==> src/rtl/core/ghacc_pkg.sv <==
// Shared widths, constants and types of the GHASH accumulator.
package ghacc_pkg;

	// Field widths.
	localparam int unsigned HALF_W  = 64;
	localparam int unsigned BLOCK_W = 128;
	localparam int unsigned COUNT_W = 5;
	localparam int unsigned BYTES   = 16;

	// Configuration register indexes.
	localparam logic CFG_SUBKEY_HIGH = 1'b0;
	localparam logic CFG_SUBKEY_LOW  = 1'b1;

	// Width of the product before reduction.
	localparam int unsigned PROD_W = 2 * BLOCK_W - 1;

	// Overflow bits left after the first fold.
	localparam int unsigned FOLD_W = 6;

	// One masked block ready to be absorbed.
	typedef struct packed {
		logic [BLOCK_W-1:0] block;     // bytes past the count forced to zero
		logic               start_new; // clear the accumulator first
		logic               absorb;    // nonzero count: XOR in and multiply
	} ghacc_item_t;

endpackage

==> src/rtl/core/ghacc_block_mask.sv <==
// Input masking: zero-pads the block past its byte count and flags an empty request.
module ghacc_block_mask (
	input  logic [ghacc_pkg::HALF_W-1:0]  block_high,
	input  logic [ghacc_pkg::HALF_W-1:0]  block_low,
	input  logic [ghacc_pkg::COUNT_W-1:0] byte_count,
	input  logic                          start_new,
	output ghacc_pkg::ghacc_item_t        item
);

	logic [ghacc_pkg::BLOCK_W-1:0] raw;
	logic [ghacc_pkg::BLOCK_W-1:0] mask;

	assign raw = {block_high, block_low};

	// Byte k sits in the top bits for k = 0; it is kept when k is below the count.
	// A count above sixteen keeps every byte, which matches saturation.
	always_comb begin
		mask = '0;
		for (int k = 0; k < int'(ghacc_pkg::BYTES); k++) begin
			mask[ghacc_pkg::BLOCK_W-1-8*k -: 8] = {8{byte_count > ghacc_pkg::COUNT_W'(k)}};
		end
	end

	// A zero count absorbs nothing.
	assign item.block     = raw & mask;
	assign item.start_new = start_new;
	assign item.absorb    = (byte_count != '0);

endmodule

==> config.mk <==
export PLATFORM = sky130hd
export DESIGN_NAME = ghacc_block_mask
export DESIGN_NICKNAME = d
export VERILOG_FILES = /design/src/rtl/core/ghacc_pkg.sv /design/src/rtl/core/ghacc_block_mask.sv
export SDC_FILE = /design/constraint.sdc
export NUM_CORES = 1
export LEC_CHECK = 0
export ABC_AREA = 1
export BUFFER_PORTS_ARGS = -buffer_cell sky130_fd_sc_hd__buf_4
export CAP_MARGIN = 20
export CORE_AREA = 2 2 102 104
export DETAILED_ROUTE_END_ITERATION = 12
export DIE_AREA = 0 0 104 106
export REMOVE_ABC_BUFFERS = 1
export SLEW_MARGIN = 20
export SYNTH_ARGS = -nofsm -noshare
export SYNTH_HDL_FRONTEND = slang
export SYNTH_SLANG_ARGS = --single-unit
==> constraint.sdc <==
create_clock -name vclk -period 1.95
set_input_delay 0.195 -clock vclk [all_inputs]
set_output_delay 0.195 -clock vclk [all_outputs]
set_load 0.005 [all_outputs]
* After elaboration in Yosys (flattened, before gate mapping)
Index checks and enable logic that the tools add are counted. Widths: inputs -> output; s select.
Storage, ports and cells: word-level logic and storage cells 18, register bits 0, output and inout port bits 130, bits of input ports 134
Operators by class: magnitude comparators 16, reduce and logical (&&, ||, !) cells 1, bitwise operators 1
Operators with widths (count):
- $and 128x128->128 | 1
- $gt 5x4->1 const B | 8
- $gt 5x3->1 const B | 4
- $gt 5x1->1 const B | 2
- $gt 5x2->1 const B | 2
- $reduce_bool 5->1 | 1

* Longest topological paths before layout
Gate-level depths: netlist (run 1).
depth in word-level cells 2, depth in mapped cells 6

* Least setup slack after synthesis (run 1)
OpenSTA, ideal clock, no wires.
kind input-to-output, start point input port byte_count[2] (netlist name), end point output port item[50] (netlist name), setup slack 0.944 ns, arrival time 0.811 ns, required time 1.755 ns, buffers on the path 1, stages 5, cell sequence buf_4 -> o21ai_0 -> nand2_1 -> inv_1 -> nor2_1
RTL lines:
- from (decl) | RTL line ghacc_block_mask.sv:5 | input logic [ghacc_pkg::COUNT_W-1:0] byte_count,
- to (decl) | RTL line ghacc_block_mask.sv:7 | output ghacc_pkg::ghacc_item_t item

==> qor.json, run 1 <==
{
  "layout.clock_buffers": {"value": 0},
  "tightest_slew": {"value": 0.368, "unit": "ns"},
  "syn-cell-area": {"value": 1180, "unit": "sq um"},
  "outcome": {"value": "completed"},
  "cts_setup_buffers": {"value": 0},
  "avgSynthCellArea": {"value": 3.98, "unit": "sq um"},
  "port_buf_inserts": {"value": 262},
  "power_leakage": {"value": 0.00239, "unit": "uW"},
  "top_level_ports": {"value": 264},
  "worst_setup_path_startpoint": {"value": "byte_count[4]"},
  "rsz0062_at_grt": {"value": "no"},
  "crit_path_max_incr_delay": {"value": 0.22, "unit": "ns"},
  "cp_num_cells": {"value": 8},
  "seq_area_frac_synth": {"value": 0},
  "number_of_global_route_vias_before_repair": {"value": 2332},
  "final-setup-viol-count": {"value": 0},
  "crit_fanout": {"value": 11},
  "vias_per_cell": {"value": 3.55},
  "drcViolationCount": {"value": 0},
  "finalNetCount": {"value": 692},
  "p_total": {"value": 702, "unit": "uW"},
  "overflow": {"value": 0},
  "crit_path_cell_trace": {"value": "buf_4 -> inv_1 -> nand2_4 -> nor2_4 -> nand2_2 -> nand2_1 -> inv_1 -> buf_4"},
  "crit_path_end_kind": {"value": "primary output"},
  "timing.critical_path.max_delay_family": {"value": "simple AND/OR/NAND/NOR gates"},
  "post-route-min-period": {"value": 1.46, "unit": "ns"},
  "ctsResizeCount": {"value": 0},
  "routedWlPerCell": {"value": 9.89, "unit": "microns"},
  "post_synth_main_area_contributors": {"value": "sky130_fd_sc_hd__inv_1, sky130_fd_sc_hd__nor2_1, sky130_fd_sc_hd__nand2_1"},
  "hold_path_class": {"value": "in -> out"},
  "maxSlewViolCount": {"value": 0},
  "worst_path_max_delay_cell": {"value": "sky130_fd_sc_hd__nor2_4"},
  "dpl_worst_slack": {"value": 0.473, "unit": "ns"},
  "initial_antenna_violation_count": {"value": 0},
  "cp.required": {"value": 1.75, "unit": "ns"},
  "vias_after_detailed_routing": {"value": 2454},
  "post_route_cells_drive_above_1_share": {"value": 0.491},
  "dp_hpwl": {"value": 6250, "unit": "microns"},
  "fin_hold_ws": {"value": 0.390, "unit": "ns"},
  "area_taken_by_multi_input_logic_gates": {"value": 643, "unit": "sq um"},
  "cp-start-kind": {"value": "input port"},
  "ant_nets": {"value": 0},
  "path_buf_inv": {"value": 4},
  "synth_cell_type_count": {"value": 15},
  "global_route.usage.total": {"value": 0.112},
  "core.rowCount": {"value": 37},
  "post_synth_inst_count": {"value": 297},
  "flops_and_latches": {"value": 0},
  "floorplan.initialDensity": {"value": 0.118},
  "max_freq": {"value": 685, "unit": "MHz"},
  "grt_max_degree": {"value": 12},
  "drv_cap": {"value": 0},
  "antenna_fix_cells": {"value": 0},
  "final.setup.tns": {"value": 0, "unit": "ns"},
  "core_area": {"value": 10000, "unit": "sq um"},
  "detailedRoute.firstIterationViolations": {"value": 101},
  "die-width": {"value": 104, "unit": "microns"},
  "grt_pass1_wl": {"value": 10500, "unit": "microns"},
  "die_h": {"value": 106, "unit": "microns"},
  "seq_area": {"value": 0, "unit": "sq um"},
  "cts-hold-fix-buffers": {"value": 0},
  "finalHoldViolCount": {"value": 0},
  "areaGrowthSynthToFinish": {"value": 179, "unit": "%"},
  "filler_cell_count": {"value": 1117},
  "detailedRoute.firstPassIterationCount": {"value": 4},
  "timing_worst_setup_path_type": {"value": "in -> out"},
  "critical_path_arrival": {"value": 1.26, "unit": "ns"},
  "total_die_area": {"value": 11000, "unit": "sq um"},
  "wirelength_routed": {"value": 6850, "unit": "microns"},
  "max-vdd-ir-drop": {"value": 0.0783, "unit": "mV"},
  "synth_largest_type_area_fraction": {"value": 0.432},
  "timing.final.crit_share": {"value": 0.748},
  "finalWorstSetupSlack": {"value": 0.491, "unit": "ns"},
  "maxSlewHeadroom": {"value": 0.754},
  "synth.yosys.warnings": {"value": 0},
  "critPathCapture": {"value": "item[106]"},
  "synth_largest_area_cell": {"value": "sky130_fd_sc_hd__inv_1"},
  "place_congestion": {"value": 0.799},
  "pwr_density_cell": {"value": 213, "unit": "nW/um^2"}
}
-- through the flow --
| step | instances | util | area [sq um] |
|---|---|---|---|
| 2_1_floorplan | 294 | - | 1160 |
| 3_3_place_gp | 692 | 0.330 | 3300 |
| 3_5_place_dp | 692 | 0.330 | 3300 |
| 4_1_cts | 692 | 0.330 | 3300 |
| 5_1_grt | 692 | 0.330 | 3300 |
| 6_report | 692 | 0.330 | 3300 |
-- power breakdown --
| group | switching [uW] | internal (uW) |
|---|---|---|
| Sequential | 0 | 0 |
| Combinational | 273 | 430 |
| Clock | 0 | 0 |
-- metal layers --
metal  vias up  global-route usage  wire length [microns]
met5         -                   0                      0
met4         0             0.00772                     30
met3         2              0.0251                    718
met2       151               0.239                   3770
met1      1024               0.113                   2330
li1       1277                   -                      -
-- area by class of cell --
class                      count  share of cell area
inverter                     138               0.157
multi-input combinational    156               0.195
timing repair buffer         262               0.596
tap                          136              0.0516
-- cells by family after synthesis --
logic type | share of synthesized area
AOI/OAI and AO/OA | 0.0127
buffers and inverters | 0.456
and+or+nand+nor | 0.532
-- synth_stat cells, drive strengths merged --
| cell type | instances |
|---|---|
| nand3 | 3 |
| nor3 | 1 |
| nor2 | 112 |
| buf | 3 |
| nand2 | 37 |
| o21ai | 3 |
| inv | 138 |
-- how the worst min path moves through the flow --
stage	startpoint	endpoint	slack, ns	depth (start not counted)
5_1_grt	start_new	item[1]	0.39	0
2_1_floorplan	start_new	item[1]	0.39	0
4_1_cts	start_new	item[1]	0.39	0
3_3_place_gp	start_new	item[1]	0.39	0
3_5_place_dp	start_new	item[1]	0.39	0
6_report	start_new	item[1]	0.39	0
-- placed cells by master, fill, tap and decap left out, drive strengths merged --
cell and count:
nor3 1, nand3 3, o21ai 3, nand2 37, inv 138, buf 262
nor2 112
Note: power is estimated with default switching activity, not from simulation.
==> run 2, diff against run 1 <==
--- a/config.mk
+++ b/config.mk
@@ -5,12 +5,12 @@
 export SDC_FILE = /design/constraint.sdc
 export NUM_CORES = 1
 export LEC_CHECK = 0
-export ABC_AREA = 1
+export ABC_AREA = 0
 export BUFFER_PORTS_ARGS = -buffer_cell sky130_fd_sc_hd__buf_4
 export CAP_MARGIN = 20
-export CORE_AREA = 2 2 102 104
+export CORE_AREA = 2 2 103 105
 export DETAILED_ROUTE_END_ITERATION = 12
-export DIE_AREA = 0 0 104 106
+export DIE_AREA = 0 0 105 107
 export REMOVE_ABC_BUFFERS = 1
 export SLEW_MARGIN = 20
 export SYNTH_ARGS = -nofsm -noshare
==> constraint.sdc (replaced) <==
create_clock -name vclk -period 1.26
set_input_delay 0.126 -clock vclk [all_inputs]
set_output_delay 0.126 -clock vclk [all_outputs]
set_load 0.005 [all_outputs]
==> run 2 against run 1 <==
  * The run now ends with negative setup slack left
  * Synthesized cell count fell by 47%
  * Sequential share of layout area did not move
  * Cell area rose by 5.4%
  * Worst hold slack got worse by 0.14 ns
  * Setup slack got worse by 0.50 ns
  * Total power rose by 65%
  * Synthesized area fell by 7.9%
  * First-iteration DRC count fell by 19%
  * Largest cell class unchanged
==> qor.json, run 2 <==
{
  "layout.clock_buffers": {"value": 0, "change": "unchanged"},
  "routedWlPerCell": {"value": 12.4, "unit": "microns", "change": "was 9.89 microns"},
  "core.rowCount": {"value": 37, "change": "unchanged"},
  "finalWorstSetupSlack": {"value": -0.0117, "unit": "ns", "change": "was 0.491 ns"},
  "synthTopCellsByCount": {"value": "sky130_fd_sc_hd__nor2b_1, sky130_fd_sc_hd__a21boi_0, sky130_fd_sc_hd__and2_1, sky130_fd_sc_hd__and3_1, sky130_fd_sc_hd__and2b_1", "change": "was sky130_fd_sc_hd__inv_1, sky130_fd_sc_hd__nor2_1, sky130_fd_sc_hd__nand2_1"},
  "crit_path_end_kind": {"value": "primary output", "change": "unchanged"},
  "area_taken_by_multi_input_logic_gates": {"value": 1060, "unit": "sq um", "change": "was 643 sq um"},
  "core_area": {"value": 10100, "unit": "sq um", "change": "was 10000 sq um"},
  "rsz0062_at_grt": {"value": "yes", "change": "was no"},
  "areaGrowthSynthToFinish": {"value": 220, "unit": "%", "change": "was 179%"},
  "maxSlewViolCount": {"value": 0, "change": "unchanged"},
  "timing_worst_setup_path_type": {"value": "in -> out", "change": "unchanged"},
  "max-vdd-ir-drop": {"value": 0.153, "unit": "mV", "change": "was 0.0783 mV"},
  "hold_path_class": {"value": "in -> out", "change": "unchanged"},
  "number_of_global_route_vias_before_repair": {"value": 2050, "change": "was 2332"},
  "layout_common_cells": {"value": "sky130_fd_sc_hd__buf_4, sky130_fd_sc_hd__nor2b_1, sky130_fd_sc_hd__a21boi_0", "change": "was sky130_fd_sc_hd__buf_4, sky130_fd_sc_hd__inv_1, sky130_fd_sc_hd__nor2_1"},
  "total_die_area": {"value": 11200, "unit": "sq um", "change": "was 11000 sq um"},
  "die_h": {"value": 107, "unit": "microns", "change": "was 106 microns"},
  "wirelength_routed": {"value": 7080, "unit": "microns", "change": "was 6850 microns"},
  "synth.yosys.warnings": {"value": 0, "change": "unchanged"},
  "post-route-min-period": {"value": 1.27, "unit": "ns"},
  "path_buf_inv": {"value": 2, "change": "was 4"},
  "outcome": {"value": "finished with violations", "change": "was completed"},
  "crit_path_max_incr_delay": {"value": 0.57, "unit": "ns", "change": "was 0.22 ns"},
  "drv_cap": {"value": 0, "change": "unchanged"},
  "mostFrequentLayoutCell": {"value": "sky130_fd_sc_hd__buf_4", "change": "unchanged"},
  "timing.final.crit_share": {"value": 1.01},
  "port_buf_inserts": {"value": 262, "change": "unchanged"},
  "global_route.usage.total": {"value": 0.107, "change": "was 0.112"},
  "detailedRoute.firstIterationViolations": {"value": 82, "change": "was 101"},
  "vias_after_detailed_routing": {"value": 2176, "change": "was 2454"},
  "seq_area_frac_synth": {"value": 0, "change": "unchanged"},
  "finalInstanceArea": {"value": 3480, "unit": "sq um", "change": "was 3300 sq um"},
  "cp-start-kind": {"value": "input port", "change": "unchanged"},
  "crit_fanout": {"value": 8, "change": "was 11"},
  "flops_and_latches": {"value": 0, "change": "unchanged"},
  "finalHoldViolCount": {"value": 0, "change": "unchanged"},
  "grt_max_degree": {"value": 25, "change": "was 12"},
  "final_core_util": {"value": 0.345, "change": "was 0.330"},
  "placed_cells": {"value": 563, "change": "was 692"},
  "synth.most_common_cell": {"value": "sky130_fd_sc_hd__nor2b_1", "change": "was sky130_fd_sc_hd__inv_1"},
  "max_freq": {"value": 786, "unit": "MHz"},
  "drcViolationCount": {"value": 0, "change": "unchanged"},
  "vias_per_cell": {"value": 3.82, "change": "was 3.55"},
  "cp.required": {"value": 1.13, "unit": "ns", "change": "was 1.75 ns"},
  "synth_largest_type_area_fraction": {"value": 0.299, "change": "was 0.432"},
  "power_leakage": {"value": 0.00186, "unit": "uW", "change": "was 0.00239 uW"},
  "final-setup-viol-count": {"value": 7, "change": "was 0"},
  "overflow": {"value": 0, "change": "unchanged"},
  "failing_checks": {"value": "negative setup slack"},
  "post_synth_main_area_contributors": {"value": "sky130_fd_sc_hd__nor2b_1, sky130_fd_sc_hd__a21boi_0, sky130_fd_sc_hd__and2_1", "change": "was sky130_fd_sc_hd__inv_1, sky130_fd_sc_hd__nor2_1, sky130_fd_sc_hd__nand2_1"},
  "antenna_fix_cells": {"value": 0, "change": "unchanged"},
  "post_synth_inst_count": {"value": 157, "change": "was 297"},
  "dp_hpwl": {"value": 6150, "unit": "microns", "change": "was 6250 microns"},
  "initial_antenna_violation_count": {"value": 0, "change": "unchanged"},
  "maxSlewHeadroom": {"value": 0.751, "change": "was 0.754"},
  "synth_cell_type_count": {"value": 26, "change": "was 15"},
  "top_level_ports": {"value": 264, "change": "unchanged"},
  "worst_path_max_delay_cell": {"value": "sky130_fd_sc_hd__or4_4", "change": "was sky130_fd_sc_hd__nor2_4"},
  "syn-cell-area": {"value": 1090, "unit": "sq um", "change": "was 1180 sq um"},
  "grt_pass1_wl": {"value": 10100, "unit": "microns", "change": "was 10500 microns"},
  "timing.critical_path.max_delay_family": {"value": "simple AND/OR/NAND/NOR gates", "change": "unchanged"},
  "post_route_cells_drive_above_1_share": {"value": 0.695, "change": "was 0.491"},
  "layoutNonFillerInstCount": {"value": 569, "change": "was 692"},
  "place_congestion": {"value": 0.695, "change": "was 0.799"},
  "floorplan.initialDensity": {"value": 0.108, "change": "was 0.118"},
  "critical_path_arrival": {"value": 1.15, "unit": "ns", "change": "was 1.26 ns"},
  "pwr_density_cell": {"value": 334, "unit": "nW/um^2", "change": "was 213 nW/um^2"},
  "crit_path_cell_trace": {"value": "buf_6 -> or4_4 -> and3_1 -> buf_4", "change": "was buf_4 -> inv_1 -> nand2_4 -> nor2_4 -> nand2_2 -> nand2_1 -> inv_1 -> buf_4"},
  "finalNetCount": {"value": 569, "change": "was 692"},
  "die-width": {"value": 105, "unit": "microns", "change": "was 104 microns"},
  "synth_largest_area_cell": {"value": "sky130_fd_sc_hd__nor2b_1", "change": "was sky130_fd_sc_hd__inv_1"},
  "tightest_slew": {"value": 0.372, "unit": "ns", "change": "was 0.368 ns"},
  "ant_nets": {"value": 0, "change": "unchanged"},
  "detailedRoute.firstPassIterationCount": {"value": 4, "change": "unchanged"},
  "avgSynthCellArea": {"value": 6.93, "unit": "sq um", "change": "was 3.98 sq um"},
  "seq_area": {"value": 0, "unit": "sq um", "change": "unchanged"},
  "filler_cell_count": {"value": 1060, "change": "was 1117"},
  "detailed_place.area": {"value": 3310, "unit": "sq um", "change": "was 3300 sq um"}
}
run 2: changes by cell type after synthesis, sizes merged, moves of 3 or more:
cell	delta
inv	-137
nor2	-110
nor2b	+52
nand2	-36
a21boi	+32
and2	+16
and3	+16
and2b	+12
buf	+5
clkbuf	+3
nand3	-3
run 2: final timing paths:
| check | startpoint | to | slack, ns | cells past startpoint |
|---|---|---|---|---|
| worst max-delay path | byte_count[1] | item[65] | -0.01 | 4 |
| worst min-delay path | start_new | item[1] | 0.25 | 0 |
run 2: layer usage:
| layer | up-vias | wire [microns] | part of all wire | GRT usage |
|---|---|---|---|---|
| met5 | - | 0 | 0 | 0 |
| met4 | 0 | 0 | 0 | 0 |
| met3 | 0 | 792 | 0.11 | 0.0310 |
| met2 | 135 | 3860 | 0.55 | 0.227 |
| met1 | 954 | 2420 | 0.34 | 0.109 |
| li1 | 1087 | - | - | - |
run 2: cell type report:
type	instances	area share
timing repair buffer	287	0.644
multi-input combinational	145	0.306
tap	136	0.0489
inverter	1	0.00108
run 2: cell families (layout without fill, tap and decap cells):
family | Yosys count | after routing | share of synthesized area
buffers and inverters | 12 | 288 | 0.0690
and+or+nand+nor | 103 | 103 | 0.613
AOI/OAI and AO/OA | 42 | 42 | 0.318
run 2: what timing repair did:
item / 4_1_cts / 5_1_grt
pin swaps: 2 / 2
hold buffers: 0 / 0
gates cloned: 2 / 0
setup endpoints to repair: 46 / 34
setup buffers: 0 / 4
resized for setup: 19 / 13
run 2: power breakdown:
part           total (uW)  leakage, uW  internal [uW]  switching, uW
combinational        1160      0.00186            779            383
clock                   0            0              0              0
sequential              0            0              0              0
total                1160      0.00186            779            383
run 2: per-stage QoR:
step / setup TNS, ns / setup slack (ns) / power [uW] / hold WS [ns]
after floorplan: 0 / 0.00851 / 283 / 0.252
after global placement: -2.62 / -0.128 / 1110 / 0.252
after detailed placement: -3.19 / -0.146 / 1120 / 0.252
after CTS: -0.00267 / -0.00168 / 1150 / 0.252
after global routing: -0.141 / -0.0225 / 1260 / 0.252
final: -0.0471 / -0.0117 / 1160 / 0.252
==> run 3, diff against run 2 <==
--- a/config.mk
+++ b/config.mk
@@ -8,9 +8,9 @@
 export ABC_AREA = 0
 export BUFFER_PORTS_ARGS = -buffer_cell sky130_fd_sc_hd__buf_4
 export CAP_MARGIN = 20
-export CORE_AREA = 2 2 103 105
+export CORE_AREA = 2 2 102 104
 export DETAILED_ROUTE_END_ITERATION = 12
-export DIE_AREA = 0 0 105 107
+export DIE_AREA = 0 0 104 106
 export REMOVE_ABC_BUFFERS = 1
 export SLEW_MARGIN = 20
 export SYNTH_ARGS = -nofsm -noshare
==> constraint.sdc (replaced) <==
create_clock -name vclk -period 1.2
set_input_delay 0.12 -clock vclk [all_inputs]
set_output_delay 0.12 -clock vclk [all_outputs]
set_load 0.005 [all_outputs]
==> run 3 against run 2 <==
  * The run still ends with negative setup slack left
  * Setup slack lost 0.019 ns
  * Critical path type unchanged
  * Largest power group unchanged
  * Global-route usage grew 1.6 points
  * Combinational power grew 16%
  * Sequential share of layout area is the same
  * Worst hold slack worse by 0.012 ns
  * Critical path depth is the same
  * Count of clock-buffer cells in the layout did not move
==> qor.json, run 3 (same netlist as run 2, synthesis figures left out) <==
{
  "comb_power_share": {"value": 1.000, "change": "about the same"},
  "layout.clock_buffers": {"value": 0, "change": "unchanged"},
  "total_die_area": {"value": 11000, "unit": "sq um", "change": "was 11200 sq um"},
  "timing.final.crit_share": {"value": 1.03},
  "floorplan.initialDensity": {"value": 0.109, "change": "was 0.108"},
  "internal_power": {"value": 898, "unit": "uW", "change": "was 779 uW"},
  "tightest_slew": {"value": 0.281, "unit": "ns", "change": "was 0.372 ns"},
  "finalHoldViolCount": {"value": 0, "change": "unchanged"},
  "crit_path_end_kind": {"value": "primary output", "change": "unchanged"},
  "post-route-min-period": {"value": 1.23, "unit": "ns"},
  "detailedRoute.firstIterationViolations": {"value": 62, "change": "was 82"},
  "global_route.usage.total": {"value": 0.123, "change": "was 0.107"},
  "areaGrowthSynthToFinish": {"value": 241, "unit": "%", "change": "was 220%"},
  "mostFrequentLayoutCell": {"value": "sky130_fd_sc_hd__buf_4", "change": "unchanged"},
  "number_of_global_route_vias_before_repair": {"value": 2235, "change": "was 2050"},
  "die-width": {"value": 104, "unit": "microns", "change": "was 105 microns"},
  "routedWlPerCell": {"value": 14.0, "unit": "microns", "change": "was 12.4 microns"},
  "crit_path_max_incr_delay": {"value": 0.59, "unit": "ns", "change": "was 0.57 ns"},
  "seq_area": {"value": 0, "unit": "sq um", "change": "unchanged"},
  "cp-start-kind": {"value": "input port", "change": "unchanged"},
  "antenna_fix_cells": {"value": 0, "change": "unchanged"},
  "vias_per_cell": {"value": 3.91, "change": "was 3.82"},
  "final-setup-viol-count": {"value": 17, "change": "was 7"},
  "critical_path_arrival": {"value": 1.11, "unit": "ns", "change": "was 1.15 ns"},
  "dpl_worst_slack": {"value": -0.204, "unit": "ns", "change": "was -0.146 ns"},
  "timing_worst_setup_path_type": {"value": "in -> out", "change": "unchanged"},
  "finalWorstSetupSlack": {"value": -0.0306, "unit": "ns", "change": "was -0.0117 ns"},
  "netSwitchingFraction": {"value": 0.336, "change": "was 0.329"},
  "port_buf_inserts": {"value": 262, "change": "unchanged"},
  "cts-hold-fix-buffers": {"value": 0, "change": "unchanged"},
  "dp_hpwl": {"value": 6580, "unit": "microns", "change": "was 6150 microns"},
  "vias_after_detailed_routing": {"value": 2238, "change": "was 2176"},
  "overflow": {"value": 0, "change": "unchanged"},
  "top_level_ports": {"value": 264, "change": "unchanged"},
  "cp.required": {"value": 1.08, "unit": "ns", "change": "was 1.13 ns"},
  "place_congestion": {"value": 0.794, "change": "was 0.695"},
  "crit_path_cell_trace": {"value": "buf_8 -> or4_4 -> and3_4 -> buf_6", "change": "was buf_6 -> or4_4 -> and3_1 -> buf_4"},
  "maxSlewHeadroom": {"value": 0.813, "change": "was 0.751"},
  "core_area": {"value": 10000, "unit": "sq um", "change": "was 10100 sq um"},
  "die_h": {"value": 106, "unit": "microns", "change": "was 107 microns"},
  "filler_cell_count": {"value": 1034, "change": "was 1060"},
  "failing_checks": {"value": "negative setup slack", "change": "unchanged"},
  "fin_hold_ws": {"value": 0.240, "unit": "ns", "change": "was 0.252 ns"},
  "pwr_density_cell": {"value": 365, "unit": "nW/um^2", "change": "was 334 nW/um^2"},
  "grt_pass1_wl": {"value": 11300, "unit": "microns", "change": "was 10100 microns"},
  "post_route_cells_drive_above_1_share": {"value": 0.725, "change": "was 0.695"},
  "crit_fanout": {"value": 8, "change": "unchanged"},
  "hold_path_class": {"value": "in -> out", "change": "unchanged"},
  "detailedRoute.firstPassIterationCount": {"value": 4, "change": "unchanged"},
  "worst_path_max_delay_cell": {"value": "sky130_fd_sc_hd__or4_4", "change": "unchanged"},
  "wirelength_routed": {"value": 8020, "unit": "microns", "change": "was 7080 microns"},
  "p_sw": {"value": 455, "unit": "uW", "change": "was 383 uW"},
  "area_taken_by_multi_input_logic_gates": {"value": 1120, "unit": "sq um", "change": "was 1060 sq um"},
  "grt_max_degree": {"value": 25, "change": "unchanged"},
  "outcome": {"value": "finished with violations", "change": "unchanged"},
  "drv_cap": {"value": 0, "change": "unchanged"},
  "ant_nets": {"value": 0, "change": "unchanged"},
  "flops_and_latches": {"value": 0, "change": "unchanged"},
  "layout_common_cells": {"value": "sky130_fd_sc_hd__buf_4, sky130_fd_sc_hd__nor2b_1, sky130_fd_sc_hd__a21boi_0", "change": "unchanged"},
  "core.rowCount": {"value": 37, "change": "unchanged"},
  "power_leakage": {"value": 0.00193, "unit": "uW", "change": "was 0.00186 uW"},
  "initial_antenna_violation_count": {"value": 0, "change": "unchanged"},
  "clock_power_share": {"value": 0, "change": "about the same"},
  "max_freq": {"value": 813, "unit": "MHz"},
  "finalNetCount": {"value": 573, "change": "was 569"},
  "max-vdd-ir-drop": {"value": 0.143, "unit": "mV", "change": "was 0.153 mV"},
  "rsz0062_at_grt": {"value": "yes", "change": "unchanged"},
  "drcViolationCount": {"value": 0, "change": "unchanged"},
  "maxSlewViolCount": {"value": 0, "change": "unchanged"},
  "power.sequential.fraction": {"value": 0, "change": "about the same"}
}
-- run 3: path summary, 6_finish.rpt --
| check | slack (ns) | start | endpoint | cells past startpoint |
|---|---|---|---|---|
| worst max-delay path | -0.03 | byte_count[0] | item[65] | 4 |
| worst min-delay path | 0.24 | start_new | item[1] | 0 |
-- run 3: repair_timing --
action | CTS | global route
setup endpoints to repair | 87 | 91
setup buffers | 2 | 1
pin swaps | 15 | 3
gates cloned | 5 | 1
gates resized for setup | 57 | 23
-- run 3: metrics by stage --
step	util	cell area (sq um)	TNS, ns	cells	power (uW)
6_report	0.371	3710	-0.267	573	1350
5_1_grt	0.371	3710	-1.73	573	1440
4_1_cts	0.362	3620	-0.663	571	1330
3_5_place_dp	0.332	3320	-6.26	564	1190
3_3_place_gp	0.332	3320	-5.94	564	1180
2_1_floorplan	-	1020	-0.340	146	297
-- run 3: worst max-delay path, delay by kind of cell --
kind          cells  cell delay (ns)
buf+inv           2             0.21
simple gates      2             0.78
-- run 3: area by class of cell --
| class | count | area share |
|---|---|---|
| timing repair inverter | 1 | 0.00202 |
| timing repair buffer | 290 | 0.647 |
| multi-input combinational | 145 | 0.303 |
| tap | 136 | 0.0459 |
| inverter | 1 | 0.00202 |
-- run 3: routing by layer --
metal  vias to the layer above  track usage  part of all wire
met5                         -            0                 0
met4                         0      0.00193                 0
met3                         0       0.0270             0.087
met2                       143        0.245              0.54
met1                       998        0.142              0.38
li1                       1097            -                 -
-- run 3: power by group through the flow --
stage          sequential, uW  combinational, uW  clock [uW]
3_3_place_gp                0               1180           0
2_1_floorplan               0                297           0
5_1_grt                     0               1440           0
4_1_cts                     0               1330           0
6_report                    0               1350           0
3_5_place_dp                0               1190           0
